==> src/rtl/wplm_pkg.sv <==
// Shared types and constants for the windowed peak level meter.
// Used by wplm_ctrl, wplm_dp and windowed_peak_level_meter_core.
package wplm_pkg;

	// Ring of recent block peaks
	localparam int WINDOW_BLOCKS = 16;
	localparam int RING_AW       = (WINDOW_BLOCKS > 1) ? $clog2(WINDOW_BLOCKS) : 1;

	// Field widths
	localparam int SAMPLE_W = 24;
	localparam int PEAK_W   = 23;
	localparam int LEVEL_W  = 17;

	// Log unit: mantissa in Q1.31, 24 fractional bits of log2
	localparam int MANT_W      = 32;
	localparam int FRAC_BITS   = 24;
	localparam int FRAC_CNT_W  = $clog2(FRAC_BITS);
	localparam int SHIFT_W     = $clog2(PEAK_W + 1);
	localparam int MAG_W       = SHIFT_W + FRAC_BITS;
	localparam int K_W         = 31;
	localparam int PROD_W      = MAG_W + K_W;
	localparam int RND_SHIFT   = 44;
	localparam int Q_W         = LEVEL_W - 1;

	// 20*log10(2)*256 in Q20
	localparam logic [K_W-1:0]     LVL_K     = K_W'(1616142483);
	// -144 dB in 1/256 dB
	localparam logic [LEVEL_W-1:0] LVL_FLOOR = LEVEL_W'(-36864);

	// Controller to datapath commands
	typedef struct packed {
		logic take;      // input transaction accepted
		logic scan;      // read ring entry, fold previous one into max
		logic load;      // fold last entry, load normaliser
		logic norm;      // one normalising shift
		logic sqr;       // one squaring step of the log
		logic mul;       // scale by LVL_K
		logic rnd;       // round and negate
		logic out_load;  // load output register
	} cmd_t;

	// Datapath to controller status
	typedef struct packed {
		logic scan_last;
		logic peak_zero;
		logic norm_done;
		logic sq_last;
	} stat_t;

endpackage

==> src/rtl/windowed_peak_level_meter_core.sv <==
// Top level of the windowed peak level meter: controller plus datapath.
// Depends on wplm_pkg, wplm_ctrl and wplm_dp.
//
//   channel  direction  handshake           payload
//   in       to core    in_valid/in_stall   sample, last_in_block
//   out      from core  out_valid/out_stall level_db, window_peak
//
// A sample that is not last in its block is taken without a stall. A last
// sample is followed by a walk over the 16 entries of the peak ring through its
// single read port, up to 22 normalising shifts, 24 squarings on the 32x32
// multiplier of the log unit, then scaling, rounding and output load; a
// silent window skips the log unit. Reset clears the block peak, write
// index and ring valid bits at once. in_stall is high while a block end
// is being worked; a result waiting in the output register holds the
// core only when the next result is ready.
module windowed_peak_level_meter_core (
	input  logic                                 clk,
	input  logic                                 arst_n,
	input  logic                                 in_valid,
	output logic                                 in_stall,
	input  logic signed [wplm_pkg::SAMPLE_W-1:0] sample,
	input  logic                                 last_in_block,
	output logic                                 out_valid,
	input  logic                                 out_stall,
	output logic signed [wplm_pkg::LEVEL_W-1:0]  level_db,
	output logic        [wplm_pkg::PEAK_W-1:0]   window_peak
);
	import wplm_pkg::*;

	cmd_t  cmd;
	stat_t st;

	wplm_ctrl u_ctrl (
		.clk           (clk),
		.arst_n        (arst_n),
		.in_valid      (in_valid),
		.last_in_block (last_in_block),
		.in_stall      (in_stall),
		.out_valid     (out_valid),
		.out_stall     (out_stall),
		.cmd           (cmd),
		.st            (st)
	);

	wplm_dp u_dp (
		.clk           (clk),
		.arst_n        (arst_n),
		.sample        (sample),
		.last_in_block (last_in_block),
		.cmd           (cmd),
		.st            (st),
		.level_db      (level_db),
		.window_peak   (window_peak)
	);

endmodule

==> src/rtl/wplm_ctrl.sv <==
// Controller state machine for the windowed peak level meter.
// Depends on wplm_pkg; drives commands into wplm_dp.
module wplm_ctrl (
	input  logic           clk,
	input  logic           arst_n,
	input  logic           in_valid,
	input  logic           last_in_block,
	output logic           in_stall,
	output logic           out_valid,
	input  logic           out_stall,
	output wplm_pkg::cmd_t cmd,
	input  wplm_pkg::stat_t st
);
	import wplm_pkg::*;

	localparam logic [2:0] S_IDLE = 3'd0;
	localparam logic [2:0] S_SCAN = 3'd1;
	localparam logic [2:0] S_LOAD = 3'd2;
	localparam logic [2:0] S_NORM = 3'd3;
	localparam logic [2:0] S_SQR  = 3'd4;
	localparam logic [2:0] S_MUL  = 3'd5;
	localparam logic [2:0] S_RND  = 3'd6;
	localparam logic [2:0] S_OUT  = 3'd7;

	logic [2:0] state_q;
	logic [2:0] state_d;
	logic       out_valid_q;

	// Next state and commands
	always_comb begin
		state_d = state_q;
		cmd     = '0;
		unique case (state_q)
			S_IDLE: begin
				if (in_valid) begin
					cmd.take = 1'b1;
					if (last_in_block) state_d = S_SCAN;
				end
			end
			S_SCAN: begin
				cmd.scan = 1'b1;
				if (st.scan_last) state_d = S_LOAD;
			end
			S_LOAD: begin
				cmd.load = 1'b1;
				state_d  = S_NORM;
			end
			S_NORM: begin
				priority if (st.peak_zero) begin
					state_d = S_OUT;
				end else if (st.norm_done) begin
					state_d = S_SQR;
				end else begin
					cmd.norm = 1'b1;
				end
			end
			S_SQR: begin
				cmd.sqr = 1'b1;
				if (st.sq_last) state_d = S_MUL;
			end
			S_MUL: begin
				cmd.mul = 1'b1;
				state_d = S_RND;
			end
			S_RND: begin
				cmd.rnd = 1'b1;
				state_d = S_OUT;
			end
			S_OUT: begin
				// wait for the output register to free up
				if (!out_valid_q || !out_stall) begin
					cmd.out_load = 1'b1;
					state_d      = S_IDLE;
				end
			end
			default: state_d = S_IDLE;
		endcase
	end

	always_ff @(posedge clk or negedge arst_n) begin
		if (!arst_n) begin
			state_q     <= S_IDLE;
			out_valid_q <= 1'b0;
		end else begin
			state_q <= state_d;
			if (cmd.out_load) begin
				out_valid_q <= 1'b1;
			end else if (!out_stall) begin
				out_valid_q <= 1'b0;
			end
		end
	end

	assign in_stall  = (state_q != S_IDLE);
	assign out_valid = out_valid_q;

endmodule

==> src/rtl/wplm_dp.sv <==
// Datapath for the windowed peak level meter: block peak, peak ring,
// window maximum scan, log2 unit and dB scaling. Depends on wplm_pkg.
module wplm_dp (
	input  logic                               clk,
	input  logic                               arst_n,
	input  logic signed [wplm_pkg::SAMPLE_W-1:0] sample,
	input  logic                               last_in_block,
	input  wplm_pkg::cmd_t                     cmd,
	output wplm_pkg::stat_t                    st,
	output logic signed [wplm_pkg::LEVEL_W-1:0]  level_db,
	output logic        [wplm_pkg::PEAK_W-1:0]   window_peak
);
	import wplm_pkg::*;

	localparam logic [RING_AW-1:0]    RING_LAST = RING_AW'(WINDOW_BLOCKS - 1);
	localparam logic [FRAC_CNT_W-1:0] SQ_LAST   = FRAC_CNT_W'(FRAC_BITS - 1);
	localparam logic [PROD_W:0]       RND_HALF  = (PROD_W + 1)'(1) << (RND_SHIFT - 1);
	localparam int                    PAD_W     = MANT_W - PEAK_W;

	// Block peak and ring state
	logic [PEAK_W-1:0]        run_q;
	logic [RING_AW-1:0]       widx_q;
	logic [WINDOW_BLOCKS-1:0] vld_q;
	logic [PEAK_W-1:0]        mem [WINDOW_BLOCKS];

	// Scan
	logic [RING_AW-1:0]       scan_cnt_q;
	logic [PEAK_W-1:0]        rd_data_q;
	logic                     rd_vld_q;
	logic [PEAK_W-1:0]        wmax_q;

	// Log unit
	logic [MANT_W-1:0]        x_q;
	logic [SHIFT_W-1:0]       sh_q;
	logic [FRAC_BITS-1:0]     f_q;
	logic [FRAC_CNT_W-1:0]    sq_cnt_q;
	logic [PROD_W-1:0]        prod_q;
	logic [LEVEL_W-1:0]       lvl_q;

	// Output register
	logic [LEVEL_W-1:0]       level_q;
	logic [PEAK_W-1:0]        wpeak_q;

	logic [SAMPLE_W-1:0]      neg;
	logic [PEAK_W-1:0]        mag;
	logic [PEAK_W-1:0]        blk_pk;
	logic [PEAK_W-1:0]        rd_val;
	logic [PEAK_W-1:0]        fold_max;
	logic [2*MANT_W-1:0]      sq;
	logic [MAG_W-1:0]         log_mag;
	logic [PROD_W:0]          rsum;
	logic [Q_W-1:0]           q;

	// Sample magnitude, most negative value saturates
	always_comb begin
		neg = (~sample) + SAMPLE_W'(1);
		if (sample[SAMPLE_W-1]) begin
			mag = neg[SAMPLE_W-1] ? {PEAK_W{1'b1}} : neg[PEAK_W-1:0];
		end else begin
			mag = sample[PEAK_W-1:0];
		end
		blk_pk = (mag > run_q) ? mag : run_q;
	end

	// Ring entry that was never written reads as zero
	assign rd_val   = rd_vld_q ? rd_data_q : '0;
	assign fold_max = (rd_val > wmax_q) ? rd_val : wmax_q;

	// Squaring step and dB scaling terms
	assign sq      = x_q * x_q;
	assign log_mag = {sh_q + SHIFT_W'(1), {FRAC_BITS{1'b0}}} - MAG_W'(f_q);
	assign rsum    = {1'b0, prod_q} + RND_HALF;
	assign q       = rsum[RND_SHIFT +: Q_W];

	// Control state: block peak, write index, valid bits
	always_ff @(posedge clk or negedge arst_n) begin
		if (!arst_n) begin
			run_q  <= '0;
			widx_q <= '0;
			vld_q  <= '0;
		end else if (cmd.take) begin
			if (last_in_block) begin
				run_q          <= '0;
				vld_q[widx_q]  <= 1'b1;
				widx_q         <= (widx_q == RING_LAST) ? '0 : widx_q + RING_AW'(1);
			end else begin
				run_q <= blk_pk;
			end
		end
	end

	// Peak ring memory, one write and one registered read
	always_ff @(posedge clk) begin
		if (cmd.take && last_in_block) mem[widx_q] <= blk_pk;
		rd_data_q <= mem[scan_cnt_q];
		rd_vld_q  <= vld_q[scan_cnt_q];
	end

	// Window scan and log unit
	always_ff @(posedge clk) begin
		if (cmd.take) begin
			scan_cnt_q <= '0;
			wmax_q     <= '0;
		end
		if (cmd.scan) begin
			scan_cnt_q <= scan_cnt_q + RING_AW'(1);
			if (scan_cnt_q != '0) wmax_q <= fold_max;
		end
		if (cmd.load) begin
			wmax_q   <= fold_max;
			x_q      <= {fold_max, {PAD_W{1'b0}}};
			sh_q     <= '0;
			f_q      <= '0;
			sq_cnt_q <= '0;
		end
		if (cmd.norm) begin
			x_q  <= {x_q[MANT_W-2:0], 1'b0};
			sh_q <= sh_q + SHIFT_W'(1);
		end
		// One fractional bit of log2 per square
		if (cmd.sqr) begin
			sq_cnt_q <= sq_cnt_q + FRAC_CNT_W'(1);
			if (sq[2*MANT_W-1]) begin
				x_q <= sq[2*MANT_W-1 -: MANT_W];
				f_q <= {f_q[FRAC_BITS-2:0], 1'b1};
			end else begin
				x_q <= sq[2*MANT_W-2 -: MANT_W];
				f_q <= {f_q[FRAC_BITS-2:0], 1'b0};
			end
		end
		if (cmd.mul) prod_q <= PROD_W'(log_mag) * PROD_W'(LVL_K);
		if (cmd.rnd) lvl_q  <= LEVEL_W'(0) - {1'b0, q};
		if (cmd.out_load) begin
			level_q <= (wmax_q == '0) ? LVL_FLOOR : lvl_q;
			wpeak_q <= wmax_q;
		end
	end

	assign st.scan_last = (scan_cnt_q == RING_LAST);
	assign st.peak_zero = (x_q == '0);
	assign st.norm_done = x_q[MANT_W-1];
	assign st.sq_last   = (sq_cnt_q == SQ_LAST);

	assign level_db    = signed'(level_q);
	assign window_peak = wpeak_q;

endmodule
==> config.mk <==
export PLATFORM = sky130hd
export DESIGN_NAME = windowed_peak_level_meter_core
export DESIGN_NICKNAME = d
export VERILOG_FILES = /design/src/rtl/wplm_pkg.sv /design/src/rtl/windowed_peak_level_meter_core.sv /design/src/rtl/wplm_ctrl.sv /design/src/rtl/wplm_dp.sv
export SDC_FILE = /design/constraint.sdc
export NUM_CORES = 2
export LEC_CHECK = 0
export ABC_AREA = 1
export CAP_MARGIN = 20
export CORE_MARGIN = 8
export CORE_UTILIZATION = 40
export CTS_CLUSTER_SIZE = 16
export DETAILED_ROUTE_END_ITERATION = 12
export DONT_BUFFER_PORTS = 1
export GPL_TIMING_DRIVEN = 0
export PLACE_DENSITY_LB_ADDON = 0.12
export RECOVER_POWER = 25
export SYNTH_ARGS = -nofsm -noshare
export SYNTH_HDL_FRONTEND = slang
export SYNTH_SLANG_ARGS = --single-unit
==> constraint.sdc <==
create_clock -name clk -period 9.1 [get_ports clk]
set_input_delay 1.82 -clock clk [delete_from_list [all_inputs] [get_ports clk]]
set_output_delay 1.82 -clock clk [all_outputs]
set_load 0.1 [all_outputs]
# [Word level (Yosys, flattened, before mapping)]
# Memories as Yosys holds them, arrays and structs flattened. A register that Yosys moved wholly into a read port is not among the register bits.
# Index checks and enable logic that the tools add are counted.
[word_totals] reg_bits=258 ramBits=368 inputBits=29 output_inout_bits=42 n_memories=1
[classes] n_addsub=8 multipliers=2 n_lt_le_gt_ge=5 eq_ne=17 mux=51 n_bitwise=2 reduce_logical=16
[memory_table] name="u_dp.mem" depth=16 word_bits=23 read_ports=1 rd_ports_with_merged_regs=1 write_ports=1 line_no="wplm_dp.sv:24" source="logic [PEAK_W-1:0] mem [WINDOW_BLOCKS];"
[ops] operator="23-bit 2-to-1 mux" n=10
[ops] operator="32-bit 2-to-1 mux" n=4
[ops] operator="32-bit by 32-bit multiplier with 64-bit output" n=1
[ops] operator="60-bit by 44-bit adder with 60-bit output, second input constant" n=1
[ops] operator="29-bit by 31-bit multiplier with 60-bit output, second input constant" n=1
[ops] operator="24-bit 2-to-1 mux" n=2
[ops] operator="23-bit > comparator" n=2
[ops] operator="32-bit logical NOT" n=1
[ops] operator="29-bit by 24-bit subtractor with 29-bit output" n=1
[ops] operator="24-bit by 2-bit adder with 24-bit output, second input constant" n=1
[ops] operator="24-bit inverter" n=1
[ops] operator="3-bit one-hot mux with 8 select lines" n=1
[ops] operator="23-bit logical NOT" n=1
[ops] operator="3-bit 2-to-1 mux" n=7
[ops] operator="1-bit 2-to-1 mux" n=19
[ops] operator="1-bit by 16-bit subtractor with 17-bit output, first input constant" n=1
[ops] operator="16-bit bitwise OR" n=1
[ops] operator="5-bit 2-to-1 mux" n=3
[ops] operator="3-bit == test, second input constant" n=4
[ops] operator="4-bit 2-to-1 mux" n=3
[ops] operator="5-bit by 1-bit adder with 5-bit output, second input constant" n=2
[ops] operator="4-bit by 5-bit < comparator with 1-bit output, second input constant" n=2
[ops] operator="4-bit by 1-bit adder with 4-bit output, second input constant" n=2
[ops] operator="4-bit == test, second input constant" n=2
[ops] operator="18 further kinds" n=28

# [Longest topological paths before layout]
[logic_depth] ltp_word=7 depth_mapped=40 mapped_depth_nobuf=40

# [By module]
# Synthesis repeated with hierarchy kept, for this count alone.
[hier_totals] hier_cells=8212 hier_area_um2=71488.6
[modules_own_cells] mod="wplm_dp" instances=1 cells_each=8150 area_per_inst_um2=71122.0
[modules_own_cells] mod="wplm_ctrl" instances=1 cells_each=62 area_per_inst_um2=366.6

# [Least setup slack after synthesis]
# OpenSTA, ideal clock, no wires.
[synth_path] path_type="flip-flop to flip-flop" start="register u_dp.f_q[0]" end="register u_dp.prod_q[51], data pin" setup_time_ns=0.256 arrival_time_ns=7.038 t_required_ns=8.844 setup_slack_ns=1.806 path_stages_with_launch=33 path_buffers=0 period_less_slack_ns=7.294 path_cell_list="edfxtp_1 > inv_1 > ha_1 > nand3_2 > nor2_1 > nand2_1 > nor2_4 > nand3_2 > nor2_2 > nand2_1 > nand3_1 > nand2_1 > ha_1 > fa_1 > fa_1 > fa_1 > fa_1 > fa_1 > inv_1 > fa_1 > inv_1 > fa_1 > inv_1 > ha_1 > a21oi_1 > o21ai_0 > a21o_1 > a21oi_1 > nand3_1 > nand2_1 > inv_1 > o21bai_1 > nand2_1"
[synth_via] elab_chain_cells=2
[synth_lines] item="start: declaration" line_no="wplm_dp.sv:35" source="logic [FRAC_BITS-1:0] f_q;"
[synth_lines] item="start signal: assignment" line_no="wplm_dp.sv:125" source="f_q <= {f_q[FRAC_BITS-2:0], 1'b1};"
[synth_lines] item="start signal: assignment" line_no="wplm_dp.sv:128" source="f_q <= {f_q[FRAC_BITS-2:0], 1'b0};"
[synth_lines] item="29-bit by 24-bit subtractor with 29-bit output" line_no="wplm_dp.sv:71" source="assign log_mag = {sh_q + SHIFT_W'(1), {FRAC_BITS{1'b0}}} - MAG_W'(f_q);"
[synth_lines] item="29-bit by 31-bit multiplier with 60-bit output" line_no="wplm_dp.sv:131" source="if (cmd.mul) prod_q <= PROD_W'(log_mag) * PROD_W'(LVL_K);"
[synth_lines] item="end signal: assignment" line_no="wplm_dp.sv:131"
[synth_lines] item="end: declaration" line_no="wplm_dp.sv:37" source="logic [PROD_W-1:0] prod_q;"
# Every way passes these cells.
# A chain may end at the register's enable or synchronous reset.

# [Final worst setup path]
[layout_path] start="register u_dp.x_q[11]" end="register u_dp.x_q[15], data pin"
[layout_via] elab_chain_cells=5 word_cells_on_any_way=7 cone_classes="mul: 1; mux: 5; reduce/logical: 1"
[layout_lines] item="start: declaration" line_no="wplm_dp.sv:33" source="logic [MANT_W-1:0] x_q;"
[layout_lines] item="start signal: assignment" line_no="wplm_dp.sv:111" source="x_q <= {fold_max, {PAD_W{1'b0}}};"
[layout_lines] item="start signal: assignment" line_no="wplm_dp.sv:117" source="x_q <= {x_q[MANT_W-2:0], 1'b0};"
[layout_lines] item="start signal: assignment" line_no="wplm_dp.sv:124" source="x_q <= sq[2*MANT_W-1 -: MANT_W];"
[layout_lines] item="branches (longest 4 deep; another with 32-bit by 32-bit multiplier with 64-bit output)"
[layout_lines] item="32-bit 2-to-1 mux (*)" line_no="wplm_dp.sv:121" source="if (cmd.sqr) begin"
# Mark *: on every way between the ends.

==> impl_metrics.toml <==
[run_status]
status = "complete, but fails checks"
violations = "capacitance limit, slew limit"

[job]
maxCapViolCount = 2

[place]
placedInstanceArea_mm2 = 0.07547
post-dp-hpwl_mm = 199.4
port_buffers = 0
post_place_cells = 10610
gpl.final_weighted_congestion = 0.9331

[layout]
drive_gt1_share_pct = 3.246
layout-area-overhead-vs-synth_pct = 8.447
instances_no_fill = 10740
design_area_mm2 = 0.07764
design.final.nets = 10080
final_util_pct = 43.56

[timing]
finClkSkew_ns = 0.03122
tightest_slew_ns = 2.131
minimum_clock_period_after_layout_ns = 8.871
slew_violations = 20
fmax_achieved_mhz = 112.7
hold_viol = 0
final_min_period_over_clock_period_pct = 97.48
report.final.setup_viol = 0
slew_headroom_pct = -42.08

[synth]
mappedNetlistNets = 9965
synth-edff-count = 512
synthDominantAreaCellType = "fa_1"
synth-seq-area-share_pct = 24.43
ys_dominant_reg_cell = "edfxtp_1"
synth_top_cells_by_count = "inv_1, nand2_1, fa_1"
synth.yosys.warnings = 0
ffs_latches_synth = 606
synth_most_common_cell = "inv_1"
synthArstFlopShare_pct = 7.756
avgSynthCellArea_um2 = 8.713
mapped_area_mm2 = 0.07159
yosys.cell_types.count = 51
post_synth_main_area_contributors = "fa_1, edfxtp_1, ha_1"
synth_largest_type_area_fraction_pct = 28.05
syn-instance-count = 8216

[cts]
worst_skew_pair.late_latency_ns = 0.66
clock_sink_count = 606
clkSlewWorstSetupHoldPaths_ns = 0.06
clock_tree.htree_level_count = 3
tritoncts.num_buffers = 67
clockBufferDepth = 3
cts_tree = "built"
ctsRootBufferMaster = "clkbuf_16"
ctsHoldBuffers = 0

[setup_path]
critical-path-top-delay-family = "adder cells"
critPathLaunchType = "register"
cpMaxStageDelayCell = "clkbuf_1"
critPathArrivalTime_ns = 9.26
timing.critical_path.required_ns = 9.49
path_buf_inv = 7
number_of_logic_stages_on_the_critical_path_including_buffering = 29
rr_worst_depth = 29
worstSetupEndpointType = "register"
largest_fanout_of_any_net_on_the_critical_path = 10
delay_of_the_slowest_cell_on_the_worst_path_ns = 0.87
criticalPathCategory = "reg -> reg"

[detailed_routing]
postRouteWirelength_mm = 238.9
drt-wirelength-per-cell_um = 22.25
detail_route.first_pass.iterations = 5
vias_per_cell = 5.051
ant_nets = 0
vias = 54240
drc = 0
detailedRoute.firstIterationViolations = 4242

[global_routing]
globalRoute.totalOverflow = 0
antenna_found_initial = 2
maximum_number_of_pins_on_one_net_before_global_route_repair = 48
grt_first_pass_wirelength_mm = 360.7
globalRouteTotalUtil_pct = 24.83
grt_pass1_vias = 56710

[die]
floorplan.initialDensity_pct = 40.17
fp.dieW_um = 439.1
floorplan.core_area_mm2 = 0.1782
row_count = 155
ioPinCount = 71
fp.dieArea_mm2 = 0.1928
floorplan.die.height_um = 439.1

[hold_path]
worst_hold_path_type = "reg -> reg"
timing.hold.worst_path_depth = 0
==> repair_timing <==
| action | CTS | global route |
|---|---|---|
| buffers inserted | 0 | 2 |
| gates resized for setup | 4 | 68 |
| pin swaps | 0 | 0 |
| setup endpoints to repair | 29 | 48 |
==> through the flow <==
step | hold slack [ns] | TNS (ns) | worst slack [ns]
after global placement | 0.4411 | -11.95 | -0.4509
after floorplan | 0.4274 | 0 | 1.806
after detailed placement | 0.4491 | -0.4475 | -0.07567
after CTS | 0.4496 | 0 | 0.005836
after global routing | 0.4629 | -0.02962 | -0.02138
final | 0.4402 | 0 | 0.2290
==> metal layers <==
layer | track usage [%] | up-vias | part of all wire, %
met3 | 2.970 | 346 | 5.4
li1 | - | 25360 | -
met2 | 41.61 | 1579 | 48
met4 | 8.969 | 0 | 4.0
met5 | 0 | - | 0
met1 | 33.23 | 26960 | 43
==> worst reg2reg max path, delay by kind of cell, from the launching register on <==
kind | cells | cell delay, ns
buf+inv | 7 | 1.79
flops | 1 | 0.32
fa+ha+maj | 9 | 4.59
simple gates | 13 | 1.92
==> final timing paths <==
check / slack, ns / from / end
max in group asynchronous: 8.07 / arst_n / u_ctrl.out_valid
min: 0.44 / u_dp.wmax_q[7] / u_dp.window_peak[7]
max: 0.23 / u_dp.x_q[11] / u_dp.x_q[15]
min reg2reg: 0.44 / u_dp.wmax_q[7] / u_dp.window_peak[7]
min in group asynchronous: 0.86 / arst_n / u_dp.run_q[20]
max reg2reg: 0.23 / u_dp.x_q[11] / u_dp.x_q[15]
==> cell type report <==
cell class | count | area [um^2]
inverter | 2159 | 8108
antenna | 3 | 7.507
timing repair buffer | 46 | 730.7
sequential | 606 | 17490
tap | 2355 | 2947
clock inverter | 40 | 513.0
clock buffer | 80 | 1745
buffer | 246 | 1013
fill | 17870 | 100600
multi-input combinational | 5203 | 45080
==> kinds of logic (layout without fill, tap and decap cells) <==
group / count (synthesis) / in the layout / synth area share [%]
and+or+nand+nor: 2624 / 2624 / 15.01
buffers and inverters: 2407 / 2571 / 12.69
adders and majority gates: 1720 / 1720 / 40.58
AOI/OAI and AO/OA: 771 / 771 / 6.142
DFF: 606 / 606 / 24.43
xor gates and xnor gates: 88 / 88 / 1.145
other: 0 / 3 / 0
==> registers in the layout, indices dropped and copies added, names as in the netlist <==
register / flops
u_dp.x_q: 32
u_dp.widx_q: 4
u_dp.prod_q: 17
u_dp.level_db: 17
u_dp.rd_data_q: 23
u_dp.lvl_q: 17
u_dp.run_q: 23
u_dp.window_peak: 23
u_dp.scan_cnt_q: 4
u_dp.sq_cnt_q: 5
u_dp.f_q: 24
u_dp.wmax_q: 23
u_dp.rd_vld_q: 1
u_dp.vld_q: 16
u_ctrl.state_q: 3
u_ctrl.out_valid: 1
u_dp.sh_q: 5
u_dp.mem: 368
==> cell usage in the layout (no fill, tap or decap), types with 15 or more instances in the layout <==
cell       synthesis  routed
xor2_1            61      61
fa_1            1003    1003
ha_1             717     717
nand4_1           59      59
o211ai_1          43      43
nor2_1           530     520
edfxtp_1         512     512
clkbuf_16          0      67
a21o_1            15      15
xnor2_1           22      23
dfrtp_1           47      47
o21bai_1          20      20
o22ai_1           31      31
or2_2             25      25
a31oi_1           17      17
nor3_1            43      44
dfxtp_1           47      47
nor4_1            25      25
clkbuf_1         222     211
o21ai_1           19      18
nand2_1         1644    1644
nand3_1          232     231
buf_8              0      15
inv_1           2151    2151
o21ai_0          361     361
a21oi_1          184     184
clkbuf_2           0      26
nor2_4             5      16
o221ai_1          62      62
Power is not shown: default switching activity piles up to over one toggle a cycle in this logic, so the estimate is an artifact.
